<file path="src/rtl/stl_pkg.sv">
// Package for the script token lexer: payload structs, token kind codes,
// result queue sizing and default limits. No dependencies.
package stl_pkg;

	// Default saturation limit for name and string lengths
	localparam int TEXT_MAX_DEF = 256;

	// Result queue sizing (depth is a power of two)
	localparam int RQ_DEPTH = 4;
	localparam int RQ_PTR_W = $clog2(RQ_DEPTH);
	localparam int RQ_CNT_W = $clog2(RQ_DEPTH + 1);

	// Token kinds
	localparam logic [3:0] K_TEXT    = 4'd0;
	localparam logic [3:0] K_NAME    = 4'd1;
	localparam logic [3:0] K_NUMBER  = 4'd2;
	localparam logic [3:0] K_STRING  = 4'd3;
	localparam logic [3:0] K_SYMBOL  = 4'd4;
	localparam logic [3:0] K_EQ      = 4'd5;
	localparam logic [3:0] K_GE      = 4'd6;
	localparam logic [3:0] K_LE      = 4'd7;
	localparam logic [3:0] K_NEWLINE = 4'd8;

	typedef struct packed {
		logic [7:0] char_byte;
		logic       is_end;
	} in_item_t;

	typedef struct packed {
		logic [3:0]  token_kind;
		logic [7:0]  byte_value;
		logic [47:0] mantissa;
		logic [3:0]  frac_digits;
		logic [8:0]  text_length;
		logic [19:0] line_number;
	} res_t;

	// Results pushed by one accepted item, first result in res0
	typedef struct packed {
		logic [1:0] cnt;
		res_t       res0;
		res_t       res1;
	} push_t;

endpackage

</file>
<file path="src/rtl/script_token_lexer_top.sv">
// Top level of the script token lexer: lexer core plus result queue.
// Depends on stl_pkg, stl_lexer, stl_res_fifo.
//
//   channel | direction | handshake          | payload
//   --------+-----------+--------------------+------------------------------
//   in      | in        | in_valid/in_stall  | in_item  (char_byte, is_end)
//   out     | out       | out_valid/out_stall| out_item (token fields)
//   cfg     | in        | cfg_valid/cfg_ready| cfg_data (newline_tokens)
//
// One source byte is taken per cycle while in_stall is low; its results
// land in a four-entry result queue in the next cycle. A byte that
// yields two results needs two output transfers, so the single output
// port sets the sustained rate. in_stall rises while the queue holds
// more than two results. Reset returns the lexer to idle at line one,
// empties the queue and clears newline_tokens. cfg_ready is always high.
module script_token_lexer_top #(
	parameter int TEXT_MAX = stl_pkg::TEXT_MAX_DEF
) (
	input  logic              clk,
	input  logic              arst_n,
	input  logic              in_valid,
	output logic              in_stall,
	input  stl_pkg::in_item_t in_item,
	output logic              out_valid,
	input  logic              out_stall,
	output stl_pkg::res_t     out_item,
	input  logic              cfg_valid,
	output logic              cfg_ready,
	input  logic              cfg_data
);
	import stl_pkg::*;

	push_t push;
	logic  full2;
	logic  accept;

	assign cfg_ready = 1'b1;
	assign in_stall  = full2;
	assign accept    = in_valid && !in_stall;

	// Lexer core
	stl_lexer #(
		.TEXT_MAX(TEXT_MAX)
	) u_lexer (
		.clk    (clk),
		.arst_n (arst_n),
		.cfg_we (cfg_valid && cfg_ready),
		.cfg_bit(cfg_data),
		.accept (accept),
		.item   (in_item),
		.push   (push)
	);

	// Result queue
	stl_res_fifo u_fifo (
		.clk      (clk),
		.arst_n   (arst_n),
		.push     (push),
		.full2    (full2),
		.out_valid(out_valid),
		.out_stall(out_stall),
		.out_item (out_item)
	);

endmodule

</file>
<file path="src/rtl/stl_lexer.sv">
// Lexer state registers and next-state logic: one source byte per cycle
// while accept is high, up to two results per byte. Depends on stl_pkg.
module stl_lexer #(
	parameter int TEXT_MAX = stl_pkg::TEXT_MAX_DEF
) (
	input  logic            clk,
	input  logic            arst_n,
	input  logic            cfg_we,
	input  logic            cfg_bit,
	input  logic            accept,
	input  stl_pkg::in_item_t item,
	output stl_pkg::push_t  push
);
	import stl_pkg::*;

	localparam int CNT_W = $clog2(TEXT_MAX + 1);
	localparam logic [CNT_W-1:0] CNT_MAX = CNT_W'(TEXT_MAX);
	localparam logic [47:0] MANT_MAX = {48{1'b1}};
	localparam logic [19:0] LINE_MAX = {20{1'b1}};

	// Scan modes
	localparam logic [2:0] M_IDLE = 3'd0;
	localparam logic [2:0] M_NAME = 3'd1;
	localparam logic [2:0] M_INT  = 3'd2;
	localparam logic [2:0] M_FRAC = 3'd3;
	localparam logic [2:0] M_STR  = 3'd4;
	localparam logic [2:0] M_CMP  = 3'd5;

	localparam logic [7:0] CH_TAB   = 8'h09;
	localparam logic [7:0] CH_LF    = 8'h0A;
	localparam logic [7:0] CH_CR    = 8'h0D;
	localparam logic [7:0] CH_SPACE = 8'h20;
	localparam logic [7:0] CH_DQ    = 8'h22;
	localparam logic [7:0] CH_SQ    = 8'h27;
	localparam logic [7:0] CH_DOT   = 8'h2E;
	localparam logic [7:0] CH_LT    = 8'h3C;
	localparam logic [7:0] CH_EQ    = 8'h3D;
	localparam logic [7:0] CH_GT    = 8'h3E;
	localparam logic [7:0] CH_BSL   = 8'h5C;
	localparam logic [7:0] CH_UND   = 8'h5F;

	function automatic logic is_letter(input logic [7:0] c);
		return (c >= 8'h61 && c <= 8'h7A) || (c >= 8'h41 && c <= 8'h5A);
	endfunction

	function automatic logic is_digit(input logic [7:0] c);
		return c >= 8'h30 && c <= 8'h39;
	endfunction

	function automatic logic is_symbol(input logic [7:0] c);
		logic r;
		unique case (c)
			8'h2B, 8'h2D, 8'h2A, 8'h2F, 8'h25, 8'h2C, 8'h3B, 8'h3A,
			8'h28, 8'h29, 8'h5B, 8'h5D, 8'h7B, 8'h7D: r = 1'b1;
			default: r = 1'b0;
		endcase
		return r;
	endfunction

	function automatic logic [7:0] decode_escape(input logic [7:0] c);
		logic [7:0] r;
		unique case (c)
			8'h30: r = 8'h00;
			8'h62: r = 8'h08;
			8'h6E: r = 8'h0A;
			8'h72: r = 8'h0D;
			8'h74: r = 8'h09;
			default: r = c;
		endcase
		return r;
	endfunction

	function automatic res_t mk_res(input logic [3:0] kind, input logic [7:0] b,
			input logic [47:0] mant, input logic [3:0] frac, input logic [8:0] len,
			input logic [19:0] line);
		res_t r;
		r.token_kind  = kind;
		r.byte_value  = b;
		r.mantissa    = mant;
		r.frac_digits = frac;
		r.text_length = len;
		r.line_number = line;
		return r;
	endfunction

	logic [2:0]       mode_q, mode_n;
	logic [7:0]       quote_q, quote_n;
	logic [7:0]       cmp_q, cmp_n;
	logic             esc_q, esc_n;
	logic [47:0]      digit_q, digit_n;
	logic [3:0]       frac_q, frac_n;
	logic [CNT_W-1:0] text_q, text_n;
	logic [19:0]      line_q, line_n;
	logic             nl_en_q;

	logic [7:0]       c;
	logic [51:0]      mac;
	logic [47:0]      digit_add;
	logic [CNT_W-1:0] text_inc;
	logic [3:0]       frac_inc;
	logic             run_idle;
	logic             ra_v, rb_v;
	res_t             ra, rb;

	// Next state and results for one byte
	always_comb begin
		c         = item.char_byte;
		// ten times the value plus the new digit: 8x + 2x + d
		mac       = {1'b0, digit_q, 3'b0} + {3'b0, digit_q, 1'b0} + {48'b0, c[3:0]};
		digit_add = (mac > {4'b0, MANT_MAX}) ? MANT_MAX : mac[47:0];
		text_inc  = (text_q < CNT_MAX) ? text_q + CNT_W'(1) : text_q;
		frac_inc  = (frac_q != 4'd15) ? frac_q + 4'd1 : frac_q;

		mode_n   = mode_q;
		quote_n  = quote_q;
		cmp_n    = cmp_q;
		esc_n    = esc_q;
		digit_n  = digit_q;
		frac_n   = frac_q;
		text_n   = text_q;
		line_n   = line_q;
		run_idle = 1'b0;
		ra_v     = 1'b0;
		rb_v     = 1'b0;
		ra       = mk_res(K_TEXT, 8'd0, 48'd0, 4'd0, 9'd0, line_q);
		rb       = ra;

		if (item.is_end) begin
			// flush the pending token
			unique case (mode_q)
				M_NAME: begin
					ra_v = 1'b1;
					ra   = mk_res(K_NAME, 8'd0, 48'd0, 4'd0, 9'(text_q), line_q);
				end
				M_INT, M_FRAC: begin
					ra_v = 1'b1;
					ra   = mk_res(K_NUMBER, 8'd0, digit_q, frac_q, 9'd0, line_q);
				end
				M_STR: begin
					ra_v = 1'b1;
					ra   = mk_res(K_STRING, 8'd0, 48'd0, 4'd0, 9'(text_q), line_q);
				end
				M_CMP: begin
					ra_v = 1'b1;
					ra   = mk_res(K_SYMBOL, cmp_q, 48'd0, 4'd0, 9'd0, line_q);
				end
				default: ;
			endcase
			mode_n = M_IDLE;
			esc_n  = 1'b0;
		end else begin
			// first pass in the current mode
			unique case (mode_q)
				M_NAME: begin
					if (is_letter(c) || is_digit(c) || c == CH_UND) begin
						text_n = text_inc;
						ra_v   = 1'b1;
						ra     = mk_res(K_TEXT, c, 48'd0, 4'd0, 9'd0, line_q);
					end else begin
						ra_v     = 1'b1;
						ra       = mk_res(K_NAME, 8'd0, 48'd0, 4'd0, 9'(text_q), line_q);
						run_idle = 1'b1;
					end
				end
				M_INT: begin
					if (is_digit(c)) begin
						digit_n = digit_add;
					end else if (c == CH_DOT) begin
						mode_n = M_FRAC;
					end else begin
						ra_v     = 1'b1;
						ra       = mk_res(K_NUMBER, 8'd0, digit_q, frac_q, 9'd0, line_q);
						run_idle = 1'b1;
					end
				end
				M_FRAC: begin
					if (is_digit(c)) begin
						digit_n = digit_add;
						frac_n  = frac_inc;
					end else begin
						ra_v     = 1'b1;
						ra       = mk_res(K_NUMBER, 8'd0, digit_q, frac_q, 9'd0, line_q);
						run_idle = 1'b1;
					end
				end
				M_STR: begin
					if (esc_q) begin
						esc_n  = 1'b0;
						text_n = text_inc;
						ra_v   = 1'b1;
						ra     = mk_res(K_TEXT, decode_escape(c), 48'd0, 4'd0, 9'd0, line_q);
					end else if (c == quote_q) begin
						ra_v   = 1'b1;
						ra     = mk_res(K_STRING, 8'd0, 48'd0, 4'd0, 9'(text_q), line_q);
						mode_n = M_IDLE;
					end else if (c == CH_BSL) begin
						esc_n = 1'b1;
					end else begin
						text_n = text_inc;
						ra_v   = 1'b1;
						ra     = mk_res(K_TEXT, c, 48'd0, 4'd0, 9'd0, line_q);
					end
				end
				M_CMP: begin
					mode_n = M_IDLE;
					ra_v   = 1'b1;
					if (c == CH_EQ) begin
						if (cmp_q == CH_EQ) begin
							ra = mk_res(K_EQ, 8'd0, 48'd0, 4'd0, 9'd0, line_q);
						end else if (cmp_q == CH_GT) begin
							ra = mk_res(K_GE, 8'd0, 48'd0, 4'd0, 9'd0, line_q);
						end else begin
							ra = mk_res(K_LE, 8'd0, 48'd0, 4'd0, 9'd0, line_q);
						end
					end else begin
						ra       = mk_res(K_SYMBOL, cmp_q, 48'd0, 4'd0, 9'd0, line_q);
						run_idle = 1'b1;
					end
				end
				default: run_idle = 1'b1;
			endcase

			// idle pass: first pass from idle, or the terminating byte again
			if (run_idle) begin
				mode_n = M_IDLE;
				if (c == CH_TAB || c == CH_SPACE || c == CH_CR) begin
					mode_n = M_IDLE;
				end else if (c == CH_LF) begin
					line_n = (line_q != LINE_MAX) ? line_q + 20'd1 : line_q;
					rb_v   = nl_en_q;
					rb     = mk_res(K_NEWLINE, 8'd0, 48'd0, 4'd0, 9'd0, line_n);
				end else if (is_letter(c)) begin
					mode_n = M_NAME;
					text_n = CNT_W'(1);
					rb_v   = 1'b1;
					rb     = mk_res(K_TEXT, c, 48'd0, 4'd0, 9'd0, line_q);
				end else if (is_digit(c)) begin
					mode_n  = M_INT;
					digit_n = {44'd0, c[3:0]};
					frac_n  = 4'd0;
				end else if (c == CH_DQ || c == CH_SQ) begin
					mode_n  = M_STR;
					quote_n = c;
					esc_n   = 1'b0;
					text_n  = '0;
				end else if (c == CH_EQ || c == CH_GT || c == CH_LT) begin
					mode_n = M_CMP;
					cmp_n  = c;
				end else if (is_symbol(c)) begin
					rb_v = 1'b1;
					rb   = mk_res(K_SYMBOL, c, 48'd0, 4'd0, 9'd0, line_q);
				end
			end
		end

		// compact the results, gated by the input transfer
		if (ra_v) begin
			push.res0 = ra;
			push.res1 = rb;
			push.cnt  = accept ? (rb_v ? 2'd2 : 2'd1) : 2'd0;
		end else begin
			push.res0 = rb;
			push.res1 = rb;
			push.cnt  = (accept && rb_v) ? 2'd1 : 2'd0;
		end
	end

	// State registers
	always_ff @(posedge clk or negedge arst_n) begin
		if (!arst_n) begin
			mode_q  <= M_IDLE;
			quote_q <= 8'd0;
			cmp_q   <= 8'd0;
			esc_q   <= 1'b0;
			digit_q <= 48'd0;
			frac_q  <= 4'd0;
			text_q  <= '0;
			line_q  <= 20'd1;
			nl_en_q <= 1'b0;
		end else begin
			if (cfg_we) begin
				nl_en_q <= cfg_bit;
			end
			if (accept) begin
				mode_q  <= mode_n;
				quote_q <= quote_n;
				cmp_q   <= cmp_n;
				esc_q   <= esc_n;
				digit_q <= digit_n;
				frac_q  <= frac_n;
				text_q  <= text_n;
				line_q  <= line_n;
			end
		end
	end

endmodule

</file>
<file path="src/rtl/stl_res_fifo.sv">
// Result queue: takes up to two results per cycle, hands out one per
// transfer, registered output. Depends on stl_pkg.
module stl_res_fifo (
	input  logic           clk,
	input  logic           arst_n,
	input  stl_pkg::push_t push,
	output logic           full2,
	output logic           out_valid,
	input  logic           out_stall,
	output stl_pkg::res_t  out_item
);
	import stl_pkg::*;

	res_t                mem [RQ_DEPTH];
	logic [RQ_PTR_W-1:0] wr_q, rd_q;
	logic [RQ_CNT_W-1:0] cnt_q;
	logic                pop;

	assign pop       = out_valid && !out_stall;
	assign out_valid = (cnt_q != '0);
	assign out_item  = mem[rd_q];
	// no room for a two-result item
	assign full2     = (cnt_q > RQ_CNT_W'(RQ_DEPTH - 2));

	// Storage
	always_ff @(posedge clk) begin
		if (push.cnt != 2'd0) begin
			mem[wr_q] <= push.res0;
		end
		if (push.cnt == 2'd2) begin
			mem[wr_q + RQ_PTR_W'(1)] <= push.res1;
		end
	end

	// Pointers and fill count
	always_ff @(posedge clk or negedge arst_n) begin
		if (!arst_n) begin
			wr_q  <= '0;
			rd_q  <= '0;
			cnt_q <= '0;
		end else begin
			wr_q  <= wr_q + RQ_PTR_W'(push.cnt);
			rd_q  <= rd_q + RQ_PTR_W'(pop);
			cnt_q <= cnt_q + RQ_CNT_W'(push.cnt) - RQ_CNT_W'(pop);
		end
	end

endmodule

</file>
<file path="config.mk">
export PLATFORM = sky130hd
export DESIGN_NAME = script_token_lexer_top
export DESIGN_NICKNAME = d
export VERILOG_FILES = /design/src/rtl/stl_pkg.sv /design/src/rtl/script_token_lexer_top.sv /design/src/rtl/stl_lexer.sv /design/src/rtl/stl_res_fifo.sv
export SDC_FILE = /design/constraint.sdc
export NUM_CORES = 1
export LEC_CHECK = 0
export ABC_AREA = 1
export CAP_MARGIN = 40
export CORE_UTILIZATION = 45
export CTS_CLUSTER_DIAMETER = 40
export DETAILED_ROUTE_END_ITERATION = 7
export DONT_BUFFER_PORTS = 1
export GPL_TIMING_DRIVEN = 0
export SYNTH_ARGS = -nofsm -noshare
export SYNTH_HDL_FRONTEND = slang
export SYNTH_SLANG_ARGS = --single-unit
</file>
<file path="constraint.sdc">
create_clock -name clk -period 3 [get_ports clk]
set_input_delay 0 -clock clk [delete_from_list [all_inputs] [get_ports clk]]
set_output_delay 0 -clock clk [all_outputs]
set_load 0.02 [all_outputs]
</file>
==> flow_summary.yaml <==
global_route:
  grt_first_pass_wirelength_um: 169000
  use_met3: 0.0567
  overflow: 0
  grt_use_met1: 0.478
  grt_pass1_vias: 27918
  grt_antenna_before_repair: 0
  grt_use_met2: 0.492
  grt_use_total: 0.328
  grt_max_degree: 110
  grt.busiest_layer: "met2"
die:
  die_y_um: 258
  core_mm2: 0.0647
  die_x_um: 258
  start_util: 0.457
  die_area_mm2: 0.0667
  rows: 93
  ioPinCount: 111
sta:
  hold_slack_ns: -0.0584
  skew_ns: 0.0319
  timing.final.crit_share: 1.03
  slew_violations: 0
  rsz0062_at_grt: "yes"
  setup_viol: 23
  tightest_slew_ns: 0.887
  slew_headroom: 0.409
  hold_viol_final: 4
  finalWorstSetupSlack_ns: -0.103
  period_needed_ns: 3.10
  fmax_mhz: 322
synth:
  synth_edf_count: 120
  ys.flop_type: "dfxtp_1"
  yosys.area.top_type: "nand2_1"
  syn_area_mm2: 0.0296
  async_flop_share: 0.227
  seq_area_frac_synth: 0.385
  yosysWarnings: 0
  postSynthCellCount: 4430
  synth_area_leaders: "nand2_1 (20%), dfxtp_1 (17%), edfxtp_1 (12%)"
  yosysTopAreaCellShare: 0.201
  syn_nets: 4553
  synth_seq_cells: 481
  synth_cell_types: 50
  syn_avg_cell_area_um2: 6.67
power:
  p_sw_frac: 0.462
  p_int_mw: 20.0
  power.share.clock: 0.268
  p_sw_mw: 17.2
  power.density_mw_per_mm2: 1010
  peakVddDrop_mv: 0.571
  power_frac_seq: 0.232
  leakagePower_nw: 17.3
  pwr-share-comb: 0.500
finish:
  drive_gt1_frac: 0.171
  final_area_mm2: 0.0370
  mostFrequentLayoutCells: "nand2_1 (1523), nor2_1 (374), nand3_1 (343)"
  diodes: 0
  final_common_cell: "nand2_1"
  nNetsFinal: 4732
  area_growth_pct: 25.2
worst_setup_path:
  startpoint: "u_lexer.mode_q[0]"
  crit_path_end_kind: "flip-flop"
  required_ns: 3.51
  worstSetupPathType: "flip-flop to flip-flop"
  crit_end: "u_fifo.cnt_q[2]"
  critPathLaunchType: "flip-flop"
  worstPathMaxFanout: 5
  regToRegEndpoint: "u_fifo.cnt_q[2]"
  worstReg2RegStart: "u_lexer.mode_q[0]"
  reg2reg_depth: 21
  crit_arrival_ns: 3.62
  r2r_slack_ns: -0.10
route:
  vias: 30765
  wirelength_um: 113000
  drcViolationCount: 0
  drtIter0Drc: 3399
  drt_first_pass_iters: 6
  ant_nets: 0
  viasPerCell: 5.55
  avgRoutedWirePerCell_um: 20.5
clock_tree:
  cts.clk_slew.worst_paths_ns: 0.05
  htree_levels: 3
  cts_buffer_depth: 3
  numCtsBuffers: 89
  cts_sinks: 481
  clockRootBuffer: "clkbuf_16"
  cts_tree: "built"
  clk_latency_ns: 0.65
placement:
  place.gp.congestion: 0.985
  post_dp_cell_area_mm2: 0.0308
  port_buffers: 0
  post-dp-hpwl_um: 80800
min_path:
  hold_path.class: "input pin to flip-flop"
  min_from: "in_item[5]"
run_status:
  outcome: "finished with violations"
  violations: "negative hold slack, negative setup slack"
job:
  cap_violations: 0
-- per-stage QoR --
step	total power [mW]	instances	setup TNS [ns]	setup WS, ns	utilization
2_1_floorplan	18.2	4430	-0.209	-0.0105	-
3_3_place_gp	22.7	5285	-311.68	-1.47	0.474
3_5_place_dp	22.9	5296	-203.28	-0.892	0.477
4_1_cts	34.2	5501	-0.708	-0.147	0.541
5_1_grt	39.0	5539	-5.04	-0.195	0.572
6_report	37.2	5539	-0.634	-0.103	0.572
-- logic make-up (layout without fill, tap and decap cells) --
group,Yosys count,after routing,synth area share
simple gates,2540,2540,0.352
compound gates,626,626,0.115
buf+inv,617,871,0.0852
flops,481,481,0.385
fa+ha+maj,108,108,0.0465
xor+xnor,57,57,0.0169
other cells,1,1,0.000127
-- per-layer routing --
metal	share of wire	wire length (um)	up-vias
met1	0.44	50300	14427
met4	0.026	2920	0
met2	0.44	49400	1377
met3	0.095	10800	183
met5	0	0	-
li1	-	-	14778
-- registers in the layout, summed over array words and instances (netlist names) --
signal,flops
u_lexer.mode_q,3
u_lexer.cmp_q,8
u_lexer.nl_en_q,1
u_lexer.text_q,9
u_lexer.line_q,20
u_lexer.quote_q,8
u_fifo.rd_q,2
u_lexer.frac_q,4
u_fifo.cnt_q,3
u_lexer.digit_q,48
u_fifo.wr_q,2
u_fifo.mem,372
u_lexer.esc_q,1
-- area by class of cell --
class                           instances  area, um2
Inverter                              369       1400
Multi-Input combinational cell       3332      17900
Buffer                                240       1270
Clock buffer                           99       2300
Timing Repair Buffer                   96       1010
Sequential cell                       481      11400
Clock inverter                         67        681
Fill cell                            6251      27700
Tap cell                              855       1070
-- synth_stat cells, drive strengths merged, types with 99 or more instances --
library cell	instances
dfxtp	252
clkbuf	130
nor2	425
o22ai	99
nand3	392
dfrtp	108
nand2	1596
ha	105
o21ai	364
a21oi	121
buf	118
inv	367
edfxtp	120
-- how the worst min path moves through the flow --
stage | end | slack (ns) | cells past startpoint
after CTS | u_fifo.mem[1][85] | -0.16 | 4
after global routing | u_fifo.mem[3][85] | 0.001 | 4
after global placement | u_lexer.digit_q[25] | -0.29 | 0
after detailed placement | u_lexer.digit_q[25] | -0.29 | 0
final | u_fifo.mem[3][85] | -0.06 | 4
after floorplan | u_fifo.cnt_q[0] | -0.30 | 0
-- power groups by stage --
stage	Combinational [mW]	Sequential [mW]	Clock, mW
6_report	18.6	8.63	10.0
4_1_cts	15.6	8.49	10.1
5_1_grt	19.9	8.71	10.4
3_5_place_dp	14.3	8.62	0
3_3_place_gp	14.1	8.61	0
2_1_floorplan	9.90	8.30	0
-- timing repair --
| action | CTS | global route |
|---|---|---|
| cloned | 0 | 5 |
| pin swaps | 18 | 125 |
| endpoints found under the setup margin | 648 | 484 |
| gates resized for setup | 203 | 362 |
| buffers inserted | 28 | 34 |
| endpoints found under the hold margin | 136 | 4 |
| hold buffers | 17 | 1 |
-- critical path, cell delays in order, from the launching register on --
cell	delay, ns
dfrtp_1	0.41
inv_2	0.09
nor2_2	0.12
inv_2	0.08
nor2_4	0.13
inv_4	0.08
nor2_4	0.16
nor3_4	0.07
nand2_2	0.09
buf_8	0.14
nand2_8	0.07
nand2_8	0.07
nand2_2	0.06
nor2_4	0.19
inv_2	0.07
ha_4	0.24
inv_2	0.06
ha_4	0.12
inv_2	0.03
fa_2	0.39
xnor2_2	0.15
xor2_1	0.14
No activity file was read; power rests on OpenSTA's default activity.
